--- src/wfqw_pkg.sv ---
// Package: shared types and constants of the wheel feedback quality weighting core.
`default_nettype none
package wfqw_pkg;

   localparam int unsigned QW = 16;                 // Q15 weight width (32768 fits)
   localparam logic [QW-1:0] Q_ONE = 16'h8000;       // 1.0 in Q15

   // Register indexes of the configuration port
   localparam logic [2:0] CSR_ENABLE   = 3'd0;
   localparam logic [2:0] CSR_RPM_THR  = 3'd1;
   localparam logic [2:0] CSR_CUR_THR  = 3'd2;
   localparam logic [2:0] CSR_DUTY_THR = 3'd3;
   localparam logic [2:0] CSR_MIN_WGT  = 3'd4;

   // Controller ids
   localparam logic [7:0] ID_DRIVE_LO = 8'h50;
   localparam logic [7:0] ID_DRIVE_HI = 8'h53;
   localparam logic [7:0] ID_STEER_0  = 8'h60;
   localparam logic [7:0] ID_STEER_1  = 8'h61;
   localparam logic [7:0] ID_STEER_3  = 8'h62;
   localparam logic [7:0] ID_STEER_2  = 8'h63;

   typedef struct packed {
      logic        [7:0]  device_id;
      logic signed [31:0] electrical_rpm;
      logic signed [15:0] motor_current;
      logic signed [15:0] duty_q15;
   } req_type;

   typedef struct packed {
      logic          id_recognized;
      logic [1:0]    wheel_num;
      logic [QW-1:0] item_quality;
      logic [QW-1:0] weight_wheel0;
      logic [QW-1:0] weight_wheel1;
      logic [QW-1:0] weight_wheel2;
      logic [QW-1:0] weight_wheel3;
   } rsp_type;

   // Operands of the quality quotient: q*ct*e / (e*m + b*ct), m = max(|i|, ct)
   typedef struct packed {
      logic [14:0] ct;
      logic [14:0] e;
      logic [15:0] m;
      logic [14:0] b;
   } op_type;

endpackage
`default_nettype wire

--- src/wheel_feedback_quality_weighting_core.sv ---
// Top level: status report decode, quality scoring and per-wheel weight store.
`default_nettype none
//
//  Channel   Ports                              Direction  Transaction
//  --------  ---------------------------------  ---------  ---------------------------------
//  request   req_valid / req_ready / req_data    in         one motor-controller status report
//  response  rsp_valid / rsp_ready / rsp_data    out        quality and four combined weights
//  csr       csr_wr_en / csr_index / csr_wdata   in         register write, no wait, no read
//
//  Scored report: decode, 15 multiply and 16 divide steps in wfqw_muldiv, quotient
//  pickup and response load, in that order; no new report is taken until back in idle.
//  Unknown ids and full-quality reports skip wfqw_muldiv: decode, then response load.
//  A finished result waits in the response register; with rsp_ready low the core
//  holds in its finish state and req_ready stays low until the register frees up.
//  Synchronous active-high reset restores register defaults and all weights to 1.0.
//
module wheel_feedback_quality_weighting_core (
   input  logic              clock,
   input  logic              reset,
   input  logic              req_valid,
   output logic              req_ready,
   input  wfqw_pkg::req_type req_data,
   output logic              rsp_valid,
   input  logic              rsp_ready,
   output wfqw_pkg::rsp_type rsp_data,
   input  logic              csr_wr_en,
   input  logic [2:0]        csr_index,
   input  logic [31:0]       csr_wdata
);
   import wfqw_pkg::*;

   localparam logic [1:0] ST_IDLE   = 2'd0;
   localparam logic [1:0] ST_PREP   = 2'd1;
   localparam logic [1:0] ST_CALC   = 2'd2;
   localparam logic [1:0] ST_FINISH = 2'd3;

   // ---------------- configuration registers ----------------
   logic          enable_ff;
   logic [31:0]   rpm_thr_ff;
   logic [14:0]   cur_thr_ff;
   logic [14:0]   duty_thr_ff;
   logic [QW-1:0] min_wgt_ff;

   always_ff @(posedge clock) begin
      if (reset) begin
         enable_ff   <= 1'b1;
         rpm_thr_ff  <= 32'd1000;
         cur_thr_ff  <= 15'd3000;
         duty_thr_ff <= 15'd29491;
         min_wgt_ff  <= 16'd3277;
      end else if (csr_wr_en) begin
         unique case (csr_index)
            CSR_ENABLE:   enable_ff   <= csr_wdata[0];
            CSR_RPM_THR:  rpm_thr_ff  <= csr_wdata;
            CSR_CUR_THR:  cur_thr_ff  <= csr_wdata[14:0];
            CSR_DUTY_THR: duty_thr_ff <= csr_wdata[14:0];
            CSR_MIN_WGT:  min_wgt_ff  <= csr_wdata[15:0];
            default: ;  // indexes past the list are ignored
         endcase
      end
   end

   // ---------------- control and held report ----------------
   logic [1:0]    state_ff, state_in;
   req_type       req_ff;
   logic          known_ff, known_in;
   logic          drive_ff, drive_in;
   logic [1:0]    wheel_ff, wheel_in;
   logic [QW-1:0] qual_ff, qual_in;
   logic          rsp_valid_ff, rsp_valid_in;
   rsp_type       rsp_ff, rsp_in;
   logic [QW-1:0] drive_wgt_ff [4];
   logic [QW-1:0] steer_wgt_ff [4];
   logic [QW-1:0] drive_wgt_in [4];
   logic [QW-1:0] steer_wgt_in [4];

   logic          start;
   op_type        op;
   logic          md_done;
   logic [15:0]   md_quot;

   // ---------------- decode and operand prep ----------------
   logic          id_known, id_drive;
   logic [1:0]    id_wheel;
   logic [31:0]   rpm_mag;
   logic [15:0]   cur_mag;
   logic [15:0]   duty_abs;
   logic [14:0]   duty_mag;
   logic [14:0]   ct, dt;
   logic [15:0]   e_full;
   logic [QW-1:0] lo_wgt;
   logic [QW-1:0] clamped;
   logic          load_rsp;

   always_comb begin
      id_known = 1'b1;
      id_drive = 1'b0;
      id_wheel = 2'd0;
      priority if (req_ff.device_id >= ID_DRIVE_LO && req_ff.device_id <= ID_DRIVE_HI) begin
         id_drive = 1'b1;
         id_wheel = req_ff.device_id[1:0];
      end else if (req_ff.device_id == ID_STEER_0) begin
         id_wheel = 2'd0;
      end else if (req_ff.device_id == ID_STEER_1) begin
         id_wheel = 2'd1;
      end else if (req_ff.device_id == ID_STEER_3) begin
         id_wheel = 2'd3;
      end else if (req_ff.device_id == ID_STEER_2) begin
         id_wheel = 2'd2;
      end else begin
         id_known = 1'b0;
      end

      // two's complement magnitudes; the most negative code maps to 2^(w-1)
      rpm_mag  = req_ff.electrical_rpm[31] ? (32'd0 - req_ff.electrical_rpm)
                                           : req_ff.electrical_rpm;
      cur_mag  = req_ff.motor_current[15] ? (16'd0 - req_ff.motor_current)
                                          : req_ff.motor_current;
      duty_abs = req_ff.duty_q15[15] ? (16'd0 - req_ff.duty_q15)
                                     : req_ff.duty_q15;
      duty_mag = duty_abs[15] ? 15'h7FFF : duty_abs[14:0];

      ct     = (cur_thr_ff == 15'd0) ? 15'd1 : cur_thr_ff;
      dt     = (duty_thr_ff == 15'd0) ? 15'd1 : duty_thr_ff;
      e_full = Q_ONE - {1'b0, dt};

      op.ct = ct;
      op.e  = e_full[14:0];
      op.m  = (cur_mag > {1'b0, ct}) ? cur_mag : {1'b0, ct};  // ct + max(0, |i| - ct)
      op.b  = (duty_mag > dt) ? (duty_mag - dt) : 15'd0;

      lo_wgt  = (min_wgt_ff > Q_ONE) ? Q_ONE : min_wgt_ff;
      clamped = (md_quot < lo_wgt) ? lo_wgt : md_quot;
   end

   wfqw_muldiv u_muldiv (
      .clock (clock),
      .reset (reset),
      .start (start),
      .op    (op),
      .done  (md_done),
      .quot  (md_quot)
   );

   // ---------------- sequencer ----------------
   always_comb begin
      state_in = state_ff;
      known_in = known_ff;
      drive_in = drive_ff;
      wheel_in = wheel_ff;
      qual_in  = qual_ff;
      start    = 1'b0;
      load_rsp = 1'b0;
      unique case (state_ff)
         ST_IDLE: begin
            if (req_valid) state_in = ST_PREP;
         end
         ST_PREP: begin
            known_in = id_known;
            drive_in = id_drive;
            wheel_in = id_wheel;
            priority if (!id_known) begin
               qual_in  = '0;
               state_in = ST_FINISH;
            end else if (!enable_ff || rpm_mag >= rpm_thr_ff) begin
               qual_in  = Q_ONE;
               state_in = ST_FINISH;
            end else begin
               start    = 1'b1;
               state_in = ST_CALC;
            end
         end
         ST_CALC: begin
            if (md_done) begin
               qual_in  = clamped;
               state_in = ST_FINISH;
            end
         end
         ST_FINISH: begin
            if (!rsp_valid_ff || rsp_ready) begin
               load_rsp = 1'b1;
               state_in = ST_IDLE;
            end
         end
         default: state_in = ST_IDLE;
      endcase
   end

   // weight store update and combined (min) weights of the outgoing transaction
   always_comb begin
      for (int i = 0; i < 4; i++) begin
         drive_wgt_in[i] = drive_wgt_ff[i];
         steer_wgt_in[i] = steer_wgt_ff[i];
      end
      if (load_rsp && known_ff) begin
         if (drive_ff) drive_wgt_in[wheel_ff] = qual_ff;
         else          steer_wgt_in[wheel_ff] = qual_ff;
      end

      rsp_in = rsp_ff;
      if (load_rsp) begin
         rsp_in.id_recognized = known_ff;
         rsp_in.wheel_num     = known_ff ? wheel_ff : 2'd0;
         rsp_in.item_quality  = qual_ff;
         rsp_in.weight_wheel0 = (drive_wgt_in[0] < steer_wgt_in[0]) ? drive_wgt_in[0]
                                                                    : steer_wgt_in[0];
         rsp_in.weight_wheel1 = (drive_wgt_in[1] < steer_wgt_in[1]) ? drive_wgt_in[1]
                                                                    : steer_wgt_in[1];
         rsp_in.weight_wheel2 = (drive_wgt_in[2] < steer_wgt_in[2]) ? drive_wgt_in[2]
                                                                    : steer_wgt_in[2];
         rsp_in.weight_wheel3 = (drive_wgt_in[3] < steer_wgt_in[3]) ? drive_wgt_in[3]
                                                                    : steer_wgt_in[3];
      end

      rsp_valid_in = rsp_valid_ff;
      if (load_rsp)       rsp_valid_in = 1'b1;
      else if (rsp_ready) rsp_valid_in = 1'b0;
   end

   always_ff @(posedge clock) begin
      if (reset) begin
         state_ff     <= ST_IDLE;
         rsp_valid_ff <= 1'b0;
         for (int i = 0; i < 4; i++) begin
            drive_wgt_ff[i] <= Q_ONE;
            steer_wgt_ff[i] <= Q_ONE;
         end
      end else begin
         state_ff     <= state_in;
         rsp_valid_ff <= rsp_valid_in;
         for (int i = 0; i < 4; i++) begin
            drive_wgt_ff[i] <= drive_wgt_in[i];
            steer_wgt_ff[i] <= steer_wgt_in[i];
         end
      end
   end

   always_ff @(posedge clock) begin
      if (req_valid && req_ready) req_ff <= req_data;
      known_ff <= known_in;
      drive_ff <= drive_in;
      wheel_ff <= wheel_in;
      qual_ff  <= qual_in;
      rsp_ff   <= rsp_in;
   end

   assign req_ready = (state_ff == ST_IDLE);
   assign rsp_valid = rsp_valid_ff;
   assign rsp_data  = rsp_ff;

endmodule
`default_nettype wire

--- src/wfqw_muldiv.sv ---
// Bit-serial multiply then restoring divide for the quality quotient.
`default_nettype none
module wfqw_muldiv (
   input  logic            clock,
   input  logic            reset,
   input  logic            start,
   input  wfqw_pkg::op_type op,
   output logic            done,
   output logic [15:0]     quot
);
   import wfqw_pkg::*;

   localparam logic [1:0] PH_IDLE = 2'd0;
   localparam logic [1:0] PH_MUL  = 2'd1;
   localparam logic [1:0] PH_DIV  = 2'd2;

   logic [1:0]  phase_ff, phase_in;
   logic [3:0]  cnt_ff, cnt_in;
   logic        done_ff, done_in;
   logic [14:0] ct_ff, ct_in;
   logic [15:0] m_ff, m_in;
   logic [14:0] e_sh_ff, e_sh_in;
   logic [14:0] b_sh_ff, b_sh_in;
   logic [29:0] p_ff, p_in;
   logic [31:0] den_ff, den_in;
   logic [31:0] rem_ff, rem_in;
   logic [15:0] quot_ff, quot_in;

   logic [29:0] p_step;
   logic [31:0] den_step;
   logic [32:0] trial;
   logic [32:0] diff;

   // MSB-first shift-add: P = ct*e, den = e*m + b*ct
   always_comb begin
      p_step   = {p_ff[28:0], 1'b0} + (e_sh_ff[14] ? {15'd0, ct_ff} : 30'd0);
      den_step = {den_ff[30:0], 1'b0}
               + (e_sh_ff[14] ? {16'd0, m_ff} : 32'd0)
               + (b_sh_ff[14] ? {17'd0, ct_ff} : 32'd0);
      trial    = (cnt_ff == 4'd0) ? {1'b0, rem_ff} : {rem_ff, 1'b0};
      diff     = trial - {1'b0, den_ff};
   end

   always_comb begin
      phase_in = phase_ff;
      cnt_in   = cnt_ff;
      done_in  = 1'b0;
      ct_in    = ct_ff;
      m_in     = m_ff;
      e_sh_in  = e_sh_ff;
      b_sh_in  = b_sh_ff;
      p_in     = p_ff;
      den_in   = den_ff;
      rem_in   = rem_ff;
      quot_in  = quot_ff;
      unique case (phase_ff)
         PH_IDLE: begin
            if (start) begin
               phase_in = PH_MUL;
               cnt_in   = 4'd0;
               ct_in    = op.ct;
               m_in     = op.m;
               e_sh_in  = op.e;
               b_sh_in  = op.b;
               p_in     = '0;
               den_in   = '0;
            end
         end
         PH_MUL: begin
            p_in    = p_step;
            den_in  = den_step;
            e_sh_in = {e_sh_ff[13:0], 1'b0};
            b_sh_in = {b_sh_ff[13:0], 1'b0};
            cnt_in  = cnt_ff + 4'd1;
            if (cnt_ff == 4'd14) begin
               phase_in = PH_DIV;
               cnt_in   = 4'd0;
               rem_in   = {2'b00, p_step};
               quot_in  = '0;
            end
         end
         PH_DIV: begin
            // first step weighs 2^15 (P <= den), then one quotient bit per cycle
            if (!diff[32]) begin
               rem_in  = diff[31:0];
               quot_in = {quot_ff[14:0], 1'b1};
            end else begin
               rem_in  = trial[31:0];
               quot_in = {quot_ff[14:0], 1'b0};
            end
            cnt_in = cnt_ff + 4'd1;
            if (cnt_ff == 4'd15) begin
               phase_in = PH_IDLE;
               done_in  = 1'b1;
            end
         end
         default: begin
            phase_in = PH_IDLE;
         end
      endcase
   end

   always_ff @(posedge clock) begin
      if (reset) begin
         phase_ff <= PH_IDLE;
         cnt_ff   <= '0;
         done_ff  <= 1'b0;
      end else begin
         phase_ff <= phase_in;
         cnt_ff   <= cnt_in;
         done_ff  <= done_in;
      end
   end

   always_ff @(posedge clock) begin
      ct_ff   <= ct_in;
      m_ff    <= m_in;
      e_sh_ff <= e_sh_in;
      b_sh_ff <= b_sh_in;
      p_ff    <= p_in;
      den_ff  <= den_in;
      rem_ff  <= rem_in;
      quot_ff <= quot_in;
   end

   assign done = done_ff;
   assign quot = quot_ff;

endmodule
`default_nettype wire

--- config.mk ---
export PLATFORM = sky130hd
export DESIGN_NAME = wheel_feedback_quality_weighting_core
export DESIGN_NICKNAME = d
export VERILOG_FILES = /design/src/wfqw_pkg.sv /design/src/wheel_feedback_quality_weighting_core.sv /design/src/wfqw_muldiv.sv
export SDC_FILE = /design/constraint.sdc
export NUM_CORES = 1
export LEC_CHECK = 0
export BUFFER_PORTS_ARGS = -buffer_cell sky130_fd_sc_hd__buf_2
export CAP_MARGIN = 20
export CORE_MARGIN = 5
export CORE_UTILIZATION = 45
export CTS_BUF_LIST = sky130_fd_sc_hd__clkbuf_4
export DETAILED_ROUTE_END_ITERATION = 12
export HOLD_SLACK_MARGIN = 0.1
export SKIP_CTS_REPAIR_TIMING = 1
export SYNTH_ARGS = -nofsm -noshare
export SYNTH_HDL_FRONTEND = slang
export SYNTH_SLANG_ARGS = --single-unit
--- constraint.sdc ---
create_clock -name clock -period 7.8 [get_ports clock]
set_clock_uncertainty 0.2 [all_clocks]
set_input_delay 0.78 -clock clock [delete_from_list [all_inputs] [get_ports clock]]
set_output_delay 0.78 -clock clock [all_outputs]
set_load 0.005 [all_outputs]
==> metrics.md <==
| Metric | Value |
|---|---|
| Status | `finished, final reports clean` |
| Adder-cell share of the synthesized area | `9.74%` |
| Drt first pass iters | `6` |
| Post-Synth Simple-Gate Area | `14.2%` |
| Clock Pin Slew Worst Setup and Hold Paths | `0.07 ns` |
| Synth Warn # | `0` |
| Setup WS post-layout | `1.42 ns` |
| Post-synth EDFFs | `345` |
| Net count, final | `3818` |
| Most frequent cells in the layout | `345 x edfxtp_1, 327 x nand2_1, 271 x nor2_1` |
| DP Worst Slack | `1.41 ns` |
| Gpl congestion | `0.885` |
| Area of the multi-input gates | `0.0151 mm^2` |
| Drc violations | `0` |
| Final core occ | `53.1%` |
| Sequential element share of the synthesized area | `47.0%` |
| Net Count, Synth | `3460` |
| Count of unique library cells instantiated by Yosys | `83` |
| Die Footprint | `0.0750 mm^2` |
| Final setup fails | `0` |
| Grt ovf | `0` |
| Row count | `96` |
| RSZ-0062 raised after global routing | `no` |
| Combinational family with the most area after synthesis | `simple AND/OR/NAND/NOR gates` |
| XOR/XNOR Fraction of Synth Area | `4.10%` |
| Clock root cell | `clkbuf_4` |
| Max Slew Vio Count | `0` |
| Synth Instances | `3115` |
| Post-route clock period utilization | `81.8%` |
| Top_reg_cell synth | `edfxtp_1` |
| Pwr Density | `223 mW/mm^2` |
| CTS Buf Count | `152` |
| Final Hold Viols | `0` |
| Worst r2r src | `req_ff[39]` |
| FF-to-FF path depth | `16` |
| Largest net degree at the start of global routing | `101` |
| Worst R2R Setup Slack | `1.42 ns` |
| Number of clock sinks | `562` |
| Synthesis-to-finish area growth | `16.6%` |
| Post-synthesis async set-or-reset flop share | `0%` |
| Layout cell share with drive strength beyond 1 | `15.4%` |
| Fmax | `0.157 GHz` |
| Peak supply drop | `0.142 mV` |
| Crit Path Category | `flip-flop to flip-flop` |
| Tmin final | `6.38 ns` |
| Min-Delay Path Class | `input pin to flip-flop` |
| H-tree depth | `4` |
| Total Routing Usage GR | `20.1%` |
| DR vias | `24.0k` |
| Worst rel slew slack | `26.7%` |
| Crit path DAT | `6.78 ns` |
| Top post-synthesis cells by area | `edfxtp_1 33%, dfxtp_1 14%, ha_1 8.6%` |
| PortBufs | `196` |
| Die Wd | `274 um` |
| Crit end category | `flip-flop` |
| Largest area contributor in the netlist | `edfxtp_1` |
| Flip-flop and latch area | `0.0147 mm^2` |
| Worst path required time | `8.19 ns` |
| Most common cell after layout, fill and taps aside | `edfxtp_1` |
| DPL Wire Length | `54.8 mm` |
| Initial DRC count | `1411` |
| Total power | `8.15 mW` |
| Cell Area, Synth | `0.0313 mm^2` |
| WL final | `78.0 mm` |
| CTS tree | `built` |
| Clock buffer depth | `3` |
| Die span in y | `274 um` |
| Setup TNS | `0 ns` |
| Top-area cell type share of the netlist area | `33.1%` |
| Syn avg cell area | `10.1 um^2` |
| Startpoint Class | `flip-flop` |
| Hold Crit Start | `csr_wr_en` |
| Post-route insts no fill | `4528` |
| Worst Path Max Fanout | `53` |
| Endpoint, Worst Hold | `enable_ff` |
| IO Count | `197` |
| Worst Max-Slew Pin Slew | `1.10 ns` |
| Placed Cells | `4124` |
| First-pass GRT wire length | `122 mm` |
| Hold Crit Depth | `4` |
| Initial Util | `45.5%` |
| Leakage | `16.4 nW` |
| DR WL/cell | `17.2 um` |
| Mux cell area share after synthesis | `8.23%` |
| Vias per inst | `5.30` |
| Max Cap Viol | `0` |
| # fillers | `6201` |
| Post-synthesis compound-gate area fraction | `11.8%` |
| Worst skew pair latency | `0.99 ns` |
| Antenna Violating Nets Remaining | `0` |
| Vias in the first global route | `23.6k` |
| Seq cells post-synth | `562` |
| Core Area | `0.0688 mm^2` |
| Initial antenna violation count | `2` |
| R2r endpoint | `u_muldiv.p_ff[26]` |
[area by class of cell]
type                    count  area share (%)
diodes                      3          0.0206
clock buffers             235            4.83
clock inverters            40           0.812
inverters                 251            2.59
multi-input cells        2151            41.4
flip-flops and latches    562            40.3
well taps                 931            3.19
repair buffers            355            6.90
[cell families (layout without fill, tap and decap cells)]
| logic type | Yosys count | count (layout) |
|---|---|---|
| AO/OA/AOI/OAI | 562 | 562 |
| XOR/XNOR | 145 | 145 |
| adder cells (fa/ha/maj) | 233 | 233 |
| buffers and inverters | 402 | 881 |
| flip-flops | 562 | 562 |
| multiplexers | 253 | 253 |
| other | 0 | 3 |
| AND/OR/NAND/NOR | 958 | 958 |
[worst max-delay path: stages, from the launching register on]
cell and delay, ns:
edfxtp_1 0.47, or4_4 0.57, or4_1 0.43, or2_2 0.31
or3_1 0.48, nand2b_1 0.23, o41ai_1 0.31, xnor2_1 0.17
ha_1 0.28, a21oi_1 0.15, o21ai_0 0.10, a311oi_1 0.49
nand3_1 0.19, a21oi_4 0.18, buf_4 0.39, a21o_4 0.62
buf_4 0.41
[power breakdown]
| group | internal, mW | switching, mW | total [mW] |
|---|---|---|---|
| Combinational | 0.684 | 0.912 | 1.60 |
| Clock | 1.51 | 1.26 | 2.77 |
| Sequential | 3.47 | 0.316 | 3.79 |
[stage by stage]
stage | hold WS, ns | area (um^2)
6_report | 0.190 | 36500
5_1_grt | 0.101 | 36500
4_1_cts | -0.372 | 35200
3_5_place_dp | 0.247 | 33200
3_3_place_gp | 0.245 | 33100
2_1_floorplan | 0.224 | 31300
[state kept, by name, indices dropped and copies added, names as in the netlist, 16 cells and up]
name             cells
u_muldiv.p_ff       29
qual_ff             16
u_muldiv.m_ff       16
min_wgt_ff          16
rpm_thr_ff          32
rsp_data            83
steer_wgt_ff        64
drive_wgt_ff        64
u_muldiv.den_ff     32
u_muldiv.quot       16
u_muldiv.rem_ff     32
req_ff              72
[cells in the mapped netlist (26+ instances only)]
library cell	number
nor3_1	47
nand3_1	53
mux2i_1	217
clkbuf_1	130
xor2_1	41
ha_1	215
a21o_1	61
xnor2_1	102
nand2_1	327
nor2b_1	30
dfxtp_1	217
inv_1	248
nor2_1	272
nand2b_1	26
mux2_2	36
nand4_1	38
and2_1	59
a21oi_1	171
o21ai_0	97
o211ai_1	33
edfxtp_1	345
[worst max path at each step]
stage,startpoint,end,slack (ns),depth (start not counted)
2_1_floorplan,req_ff[39],u_muldiv.b_sh_ff[0],0.47,16
3_3_place_gp,req_ff[39],u_muldiv.p_ff[28],1.53,17
3_5_place_dp,req_ff[39],u_muldiv.p_ff[28],1.41,17
4_1_cts,req_ff[39],u_muldiv.p_ff[26],1.35,17
5_1_grt,req_ff[39],u_muldiv.p_ff[24],1.04,17
6_report,req_ff[39],u_muldiv.p_ff[26],1.42,16
[metal layers]
layer	track usage, %	part of all wire, %	vias to the layer above
li1	-	-	11900
met1	26.6	45	11400
met2	33.6	48	621
met3	3.79	5.1	101
met4	6.33	2.0	0
met5	0	0	-
Power figures use the tool's default switching activity.
